**src/rtl/ipv4_ddp_pkg.sv**
```systemverilog
// ----------------------------------------------------------------------------
// IPv4 dotted-decimal parser package
// Character codes, result status codes and field widths shared by the parser.
// ----------------------------------------------------------------------------
`default_nettype none

package ipv4_ddp_pkg;

  localparam int unsigned CharW   = 8;
  localparam int unsigned AddrW   = 32;
  localparam int unsigned OctValW = 9;   // running value, saturates at 256
  localparam int unsigned OctIdxW = 3;   // dots seen, saturates at 7
  localparam int unsigned OctLenW = 2;   // digits seen, saturates at 3

  localparam logic [CharW-1:0] CharNul   = 8'h00;
  localparam logic [CharW-1:0] CharDot   = 8'h2E;
  localparam logic [CharW-1:0] CharZero  = 8'h30;
  localparam logic [CharW-1:0] CharNine  = 8'h39;

  localparam logic [OctValW-1:0] OctMax  = 9'd255;
  localparam logic [OctValW-1:0] OctSat  = 9'd256;
  localparam logic [OctIdxW-1:0] IdxLast = 3'd3;
  localparam logic [OctIdxW-1:0] IdxSat  = 3'd7;
  localparam logic [OctLenW-1:0] LenSat  = 2'd3;

  typedef enum logic [1:0] {
    StatusOk        = 2'd0,
    StatusMalformed = 2'd1,
    StatusRange     = 2'd2
  } status_e;

endpackage

`default_nettype wire

```
**src/rtl/ipv4_dotted_decimal_parser.sv**
```systemverilog
// ----------------------------------------------------------------------------
// IPv4 dotted-decimal parser
// Parses a NUL-terminated address string, one character per request, into a
// 32-bit address and a status code.
// ----------------------------------------------------------------------------
// Usage:
//   Input channel: one ASCII character per request on char_in_i, qualified by
//   in_valid_i and held off by in_stall_o. A NUL character ends the string.
//   Output channel: one result per string (status_o, address_o), qualified by
//   out_valid_o and held off by out_stall_i. Characters other than NUL give
//   no result. address_o is zero unless status_o is ok; the first octet lands
//   in bits 7:0.
//   Throughput: one character per cycle, including back-to-back strings, while
//   no NUL waits behind a stalled result; the single combinational update
//   step between input register and state / result register sets this rate.
//   End of string: a NUL passes from the input register into the parser
//   state and the result register, which then holds its result on the output.
//   Stall: while a result waits in the output register, ordinary characters
//   keep flowing; only a second NUL waits in the input register, and then
//   in_stall_o rises until the waiting result is taken.
//   Reset: asynchronous, active low; clears the pipeline valid bits and all
//   parser state, so the first character after reset starts a new string.
// ----------------------------------------------------------------------------
`default_nettype none

module ipv4_dotted_decimal_parser
  import ipv4_ddp_pkg::*;
(
  input  wire logic             clk_i,
  input  wire logic             rst_ni,
  // character requests
  input  wire logic [CharW-1:0] char_in_i,
  input  wire logic             in_valid_i,
  output logic                  in_stall_o,
  // parse results
  output logic [1:0]            status_o,
  output logic [AddrW-1:0]      address_o,
  output logic                  out_valid_o,
  input  wire logic             out_stall_i
);

  // input register
  logic             in_valid_q;
  logic [CharW-1:0] char_q;

  // parser state
  logic [OctValW-1:0] oct_val_q, oct_val_d;
  logic [OctIdxW-1:0] oct_idx_q, oct_idx_d;
  logic [OctLenW-1:0] oct_len_q, oct_len_d;
  logic               starts_zero_q, starts_zero_d;
  logic               lz_seen_q, lz_seen_d;
  status_e            err_q, err_d;
  logic [AddrW-1:0]   packed_q, packed_d;

  // result register
  logic             out_valid_q;
  status_e          status_q, status_d;
  logic [AddrW-1:0] address_q, address_d;

  logic is_digit, is_dot, is_nul;
  logic consume, consume_nul, out_free;

  assign is_digit = (char_q >= CharZero) && (char_q <= CharNine);
  assign is_dot   = (char_q == CharDot);
  assign is_nul   = (char_q == CharNul);

  // A NUL needs a free result slot; everything else goes straight through.
  assign out_free    = !out_valid_q || !out_stall_i;
  assign consume     = in_valid_q && (!is_nul || out_free);
  assign consume_nul = in_valid_q && is_nul && out_free;
  assign in_stall_o  = in_valid_q && !consume;

  always_ff @(posedge clk_i or negedge rst_ni) begin
    if (!rst_ni) begin
      in_valid_q <= 1'b0;
    end else if (!in_stall_o) begin
      in_valid_q <= in_valid_i;
    end
  end

  always_ff @(posedge clk_i) begin
    if (!in_stall_o && in_valid_i) begin
      char_q <= char_in_i;
    end
  end

  // --------------------------------------------------------------------------
  // Single update step: digit accumulate, octet close, end of string, error on other characters.
  // --------------------------------------------------------------------------
  logic [11:0]        mul_sum;
  logic [OctValW-1:0] digit_val;
  logic               close_err_rng;
  logic               close_lz;
  logic [AddrW-1:0]   packed_closed;
  logic [4:0]         byte_sh;
  status_e            err_closed;
  logic               lz_closed;
  status_e            fin_status;

  assign digit_val = {1'b0, char_q - CharZero};
  // v * 10 = (v << 3) + (v << 1); at most 2569, fits in 12 bits
  assign mul_sum   = {oct_val_q, 3'b000} + {2'b00, oct_val_q, 1'b0} + {3'b000, digit_val};

  assign close_err_rng = (oct_val_q > OctMax);
  assign close_lz      = starts_zero_q && (oct_len_q >= 2'd2);
  assign byte_sh       = {oct_idx_q[1:0], 3'b000};

  always_comb begin
    packed_closed = packed_q;
    if (!oct_idx_q[2]) begin
      packed_closed = (packed_q & ~({{(AddrW-8){1'b0}}, 8'hFF} << byte_sh))
                    | ({{(AddrW-8){1'b0}}, oct_val_q[7:0]} << byte_sh);
    end
    err_closed = err_q;
    if (close_err_rng && (err_q == StatusOk)) begin
      err_closed = StatusRange;
    end
    lz_closed = lz_seen_q || close_lz;
    if (err_closed != StatusOk) begin
      fin_status = err_closed;
    end else if ((oct_idx_q != IdxLast) || lz_closed) begin
      fin_status = StatusMalformed;
    end else begin
      fin_status = StatusOk;
    end
  end

  always_comb begin
    oct_val_d     = oct_val_q;
    oct_idx_d     = oct_idx_q;
    oct_len_d     = oct_len_q;
    starts_zero_d = starts_zero_q;
    lz_seen_d     = lz_seen_q;
    err_d         = err_q;
    packed_d      = packed_q;
    status_d      = status_q;
    address_d     = address_q;
    if (consume) begin
      if (is_digit) begin
        if (oct_len_q == '0) begin
          starts_zero_d = (char_q == CharZero);
        end
        if (oct_len_q != LenSat) begin
          oct_len_d = oct_len_q + 2'd1;
        end
        oct_val_d = (mul_sum > 12'(OctSat)) ? OctSat : mul_sum[OctValW-1:0];
      end else if (is_dot) begin
        // close the octet, advance the index, start a fresh octet
        err_d         = err_closed;
        lz_seen_d     = lz_closed;
        packed_d      = packed_closed;
        if (oct_idx_q != IdxSat) begin
          oct_idx_d = oct_idx_q + 3'd1;
        end
        oct_val_d     = '0;
        oct_len_d     = '0;
        starts_zero_d = 1'b0;
      end else if (is_nul) begin
        // emit the result and drop all state for the next string
        status_d      = fin_status;
        address_d     = (fin_status == StatusOk) ? packed_closed : '0;
        oct_val_d     = '0;
        oct_idx_d     = '0;
        oct_len_d     = '0;
        starts_zero_d = 1'b0;
        lz_seen_d     = 1'b0;
        err_d         = StatusOk;
        packed_d      = '0;
      end else if (err_q == StatusOk) begin
        err_d = StatusMalformed;
      end
    end
  end

  always_ff @(posedge clk_i or negedge rst_ni) begin
    if (!rst_ni) begin
      oct_val_q     <= '0;
      oct_idx_q     <= '0;
      oct_len_q     <= '0;
      starts_zero_q <= 1'b0;
      lz_seen_q     <= 1'b0;
      err_q         <= StatusOk;
      packed_q      <= '0;
      out_valid_q   <= 1'b0;
    end else begin
      oct_val_q     <= oct_val_d;
      oct_idx_q     <= oct_idx_d;
      oct_len_q     <= oct_len_d;
      starts_zero_q <= starts_zero_d;
      lz_seen_q     <= lz_seen_d;
      err_q         <= err_d;
      packed_q      <= packed_d;
      if (consume_nul) begin
        out_valid_q <= 1'b1;
      end else if (!out_stall_i) begin
        out_valid_q <= 1'b0;
      end
    end
  end

  always_ff @(posedge clk_i) begin
    status_q  <= status_d;
    address_q <= address_d;
  end

  assign out_valid_o = out_valid_q;
  assign status_o    = status_q;
  assign address_o   = address_q;

  // --------------------------------------------------------------------------
  // Assertions
  // --------------------------------------------------------------------------
  a_nul_gives_result: assert property (@(posedge clk_i) disable iff (!rst_ni)
    consume_nul |=> out_valid_q)
    else $error("NUL absorbed without a result");

  a_nul_clears_state: assert property (@(posedge clk_i) disable iff (!rst_ni)
    consume_nul |=> (oct_idx_q == '0) && (err_q == StatusOk) && (packed_q == '0))
    else $error("state not cleared after end of string");

  a_addr_zero_on_err: assert property (@(posedge clk_i) disable iff (!rst_ni)
    (out_valid_q && (status_q != StatusOk)) |-> (address_q == '0))
    else $error("nonzero address with error status");

  a_value_saturates: assert property (@(posedge clk_i) disable iff (!rst_ni)
    oct_val_q <= OctSat)
    else $error("octet value beyond saturation");

  a_stall_needs_nul: assert property (@(posedge clk_i) disable iff (!rst_ni)
    in_stall_o |-> (in_valid_q && is_nul && out_valid_q))
    else $error("input stalled without a waiting NUL");

endmodule

`default_nettype wire
```
**config.mk**
```make
export PLATFORM = sky130hd
export DESIGN_NAME = ipv4_dotted_decimal_parser
export DESIGN_NICKNAME = d
export VERILOG_FILES = /design/src/rtl/ipv4_ddp_pkg.sv /design/src/rtl/ipv4_dotted_decimal_parser.sv
export SDC_FILE = /design/constraint.sdc
export NUM_CORES = 1
export LEC_CHECK = 0
export BUFFER_PORTS_ARGS = -buffer_cell sky130_fd_sc_hd__buf_2
export CAP_MARGIN = 20
export CORE_ASPECT_RATIO = 1.25
export CORE_MARGIN = 10
export CORE_UTILIZATION = 40
export CTS_BUF_LIST = sky130_fd_sc_hd__clkbuf_8
export DETAILED_ROUTE_END_ITERATION = 7
export PLACE_DENSITY = 0.55
export SYNTH_ARGS = -nofsm -noshare
export SYNTH_HDL_FRONTEND = slang
export SYNTH_SLANG_ARGS = --single-unit
```
**constraint.sdc**
```tcl
create_clock -name clk_i -period 9.62 [get_ports clk_i]
set_input_delay 1.924 -clock clk_i [delete_from_list [all_inputs] [get_ports clk_i]]
set_output_delay 1.924 -clock clk_i [all_outputs]
set_load 0.02 [all_outputs]
```
==> flow_summary.ini <==
[hold_path]
worstHoldPathType = reg -> reg

[setup_path]
timing.critical_path.slowest_stage_cell = sky130_fd_sc_hd__buf_2
timing.critical_path.from_type = input port
timing.critical_path.mode_cell = sky130_fd_sc_hd__buf_2
critical-path-max-stage-delay_ns = 0.19
endpoint_kind = output pin
ff2ff_setup_slack_ns = 6.26
crit_chain = buf_2 > nand2_1 > nor2_1 > buf_2
criticalPathCategory = in -> out
path_max_fanout = 3
critical_path_required_ns = 7.70
crit_arrival_ns = 2.41

[layout]
drive_above_1_share_pct = 18.49
finalInstanceArea_um2 = 5341
final_std_cells_w_o_fill = 610
antenna_cells_inserted = 0
layout-area-overhead-vs-synth_pct = 12.49
nets = 488
fin_util_pct = 45.98

[die]
die_x_um = 117.5
pin_count = 48
floorplan.initialDensity_pct = 40.88
die_height_um = 141.8
rows = 44
core_um2 = 11620
die_area_um2 = 16660

[timing]
finalClockSkew_ns = 0.007237
fin_worst_hold_slack_ns = 0.5045
worst_slew_pin_slew_ns = 0.9987
rsz0062_at_grt = false
max_clock_freq_mhz = 230.9
layout_worst_path_cycle_share_pct = 45.02
setup-tns-final_ns = 0
final_max_slew_viol_count = 0
relSlewSlack_pct = 32.90
finalCriticalPeriod_ns = 4.331
finalHoldViolCount = 0
finalSetupViolCount = 0

[placed_design]
hpwl_um = 7409
placed_cells_incl_taps = 594
place_area_um2 = 5115
port_buffers = 47
routabilityCongestion = 0.8037

[synthesis]
ys_ff_latch = 94
synth-warning-count = 0
post_synth_num_cell_types = 59
synthMostInstantiatedCell = sky130_fd_sc_hd__dfrtp_1
netlist_area_um2 = 4748
ys_dominant_reg_cell = sky130_fd_sc_hd__dfrtp_1
synthAdderAreaFrac_pct = 9.117
synthSimpleGateAreaFrac_pct = 12.07
yosys-top-cells-area = sky130_fd_sc_hd__dfrtp_1, sky130_fd_sc_hd__edfxtp_1, sky130_fd_sc_hd__ha_1
yosysSeqAreaShare_pct = 53.97
synth-edff-count = 42
synth_commonest_cells = sky130_fd_sc_hd__dfrtp_1, sky130_fd_sc_hd__nor2_1, sky130_fd_sc_hd__edfxtp_1
yosys.area.top_type = sky130_fd_sc_hd__dfrtp_1
synth_top_family_by_area = compound AO/OA/AOI/OAI gates
synth.area.mux_share_pct = 0.4216
synth-xor-area-share_pct = 1.660
synth_compound_area_share_pct = 19.60
synth_top_cell_area_share_pct = 27.40
postSynthNetCount = 447
post_synth_inst_count = 404
post_synth.cell_area_avg_um2 = 11.75
synth_async_sr_flop_share_pct = 55.32

[pwr]
clock_power_share_pct = 22.2
p_sw_uw = 444.2
cellPowerDensity_nw_per_um2 = 220.4
sequentialPowerShare_pct = 44.0
p_comb_share_pct = 33.8
swShare_pct = 37.73
irDropWorstVdd_v = 0.0001799
leakage_power_uw = 0.002104
p_int_uw = 733.0

[grt]
grt_pass1_wl_um = 17210
grt_pass1_vias = 3352
largest_net_degree_at_the_start_of_global_routing = 53
grt.overflow.total = 0
antenna_found_initial = 0
grt_use_total_pct = 12.55

[cts]
clock_sinks = 94
post_cts_hold_buffer_count = 0
clk_latency_ns = 0.36
clockRootBuffer = sky130_fd_sc_hd__clkbuf_8
clock_tree.htree_level_count = 3
cts_tree = done
post_cts.repair.setup_buffers = 0
cts_inserted_buffers = 9
cts.reportedPaths.clkPinSlew_ns = 0.09
post_cts.resized_instances = 0
max-clock-path-buffers = 2

[detailed_routing]
detail_route.wirelength_um = 10210
dr.pass1.iters = 4
via_per_inst = 5.436
drt-initial-drc-count = 165
post_drt_wl_per_cell_um = 16.74
antenna_left = 0
remaining_drc_errors = 0
routed-via-count = 3316

[flow_run]
maxCapViolations = 0

[run_status]
outcome = completed
[through the flow]
stage          total power, µW  setup slack, ns
4_1_cts                   1193            5.276
3_5_place_dp             927.0            5.272
3_3_place_gp             921.3            5.305
5_1_grt                   1267            5.209
6_report                  1177            5.289
2_1_floorplan            835.2            4.704
[final cells by class]
type	instances	area (µm²)
inverter	16	60.06
sequential	94	2562
timing repair buffer	50	277.8
multi-input combinational	274	2041
clock inverter	4	47.55
fill	1116	6275
clock buffer	11	151.4
tap	161	201.4
[cell families (layout without fill, tap and decap cells)]
kind of cell    after synthesis  after routing
compound gates              120            120
fa+ha+maj                    31             31
buf+inv                      36             81
flops                        94             94
xor+xnor                      9              9
mux                           2              2
simple gates                112            112
[cell usage in the layout, fill, tap and decap left out, drive strengths merged, types with 7 or more instances in the layout]
cell type,n
dfrtp,52
inv,16
nor2b,7
a22o,33
clkbuf,11
o21ai,14
a22oi,34
nand2,25
nand3,7
buf,50
ha,25
a21oi,14
nor2,46
a32o,9
nor3,7
edfxtp,42
[power groups by stage]
stage	Sequential (µW)	Combinational, µW	Clock, µW
after global routing	525	456	286
after floorplan	470	366	0
after detailed placement	528	399	0
final	517	398	262
after CTS	520	401	272
after global placement	528	393	0
[final timing paths]
check	startpoint	end	cells past startpoint
setup / recovery	out_stall_i	in_stall_o	4
hold / removal	starts_zero_q	starts_zero_q	2
setup reg to reg	oct_val_q[2]	oct_val_q[2]	8
hold reg to reg	starts_zero_q	starts_zero_q	2
max in group asynchronous	rst_ni	packed_q[18]	2
min in group asynchronous	rst_ni	packed_q[0]	2
[sequential cells by signal, indices dropped and copies added, names as in the netlist]
register       flops
oct_len_q          2
char_q             8
packed_q          32
out_valid_o        1
err_q              2
oct_val_q          9
in_valid_q         1
status_o           2
address_o         32
starts_zero_q      1
lz_seen_q          1
oct_idx_q          3
[critical path: cells and delay by family]
kind | cells | cell delay (ns)
buffers and inverters | 2 | 0.27
and+or+nand+nor | 2 | 0.21
[layer usage]
metal  vias up  share of wire (%)  GRT usage (%)
met1      1641                 42          14.96
met3         8                5.1          3.176
li1       1589                  -              -
met4         0                1.1          3.651
met5         -                  0              0
met2        78                 52          21.89
Note: power is estimated with default switching activity, not from simulation.
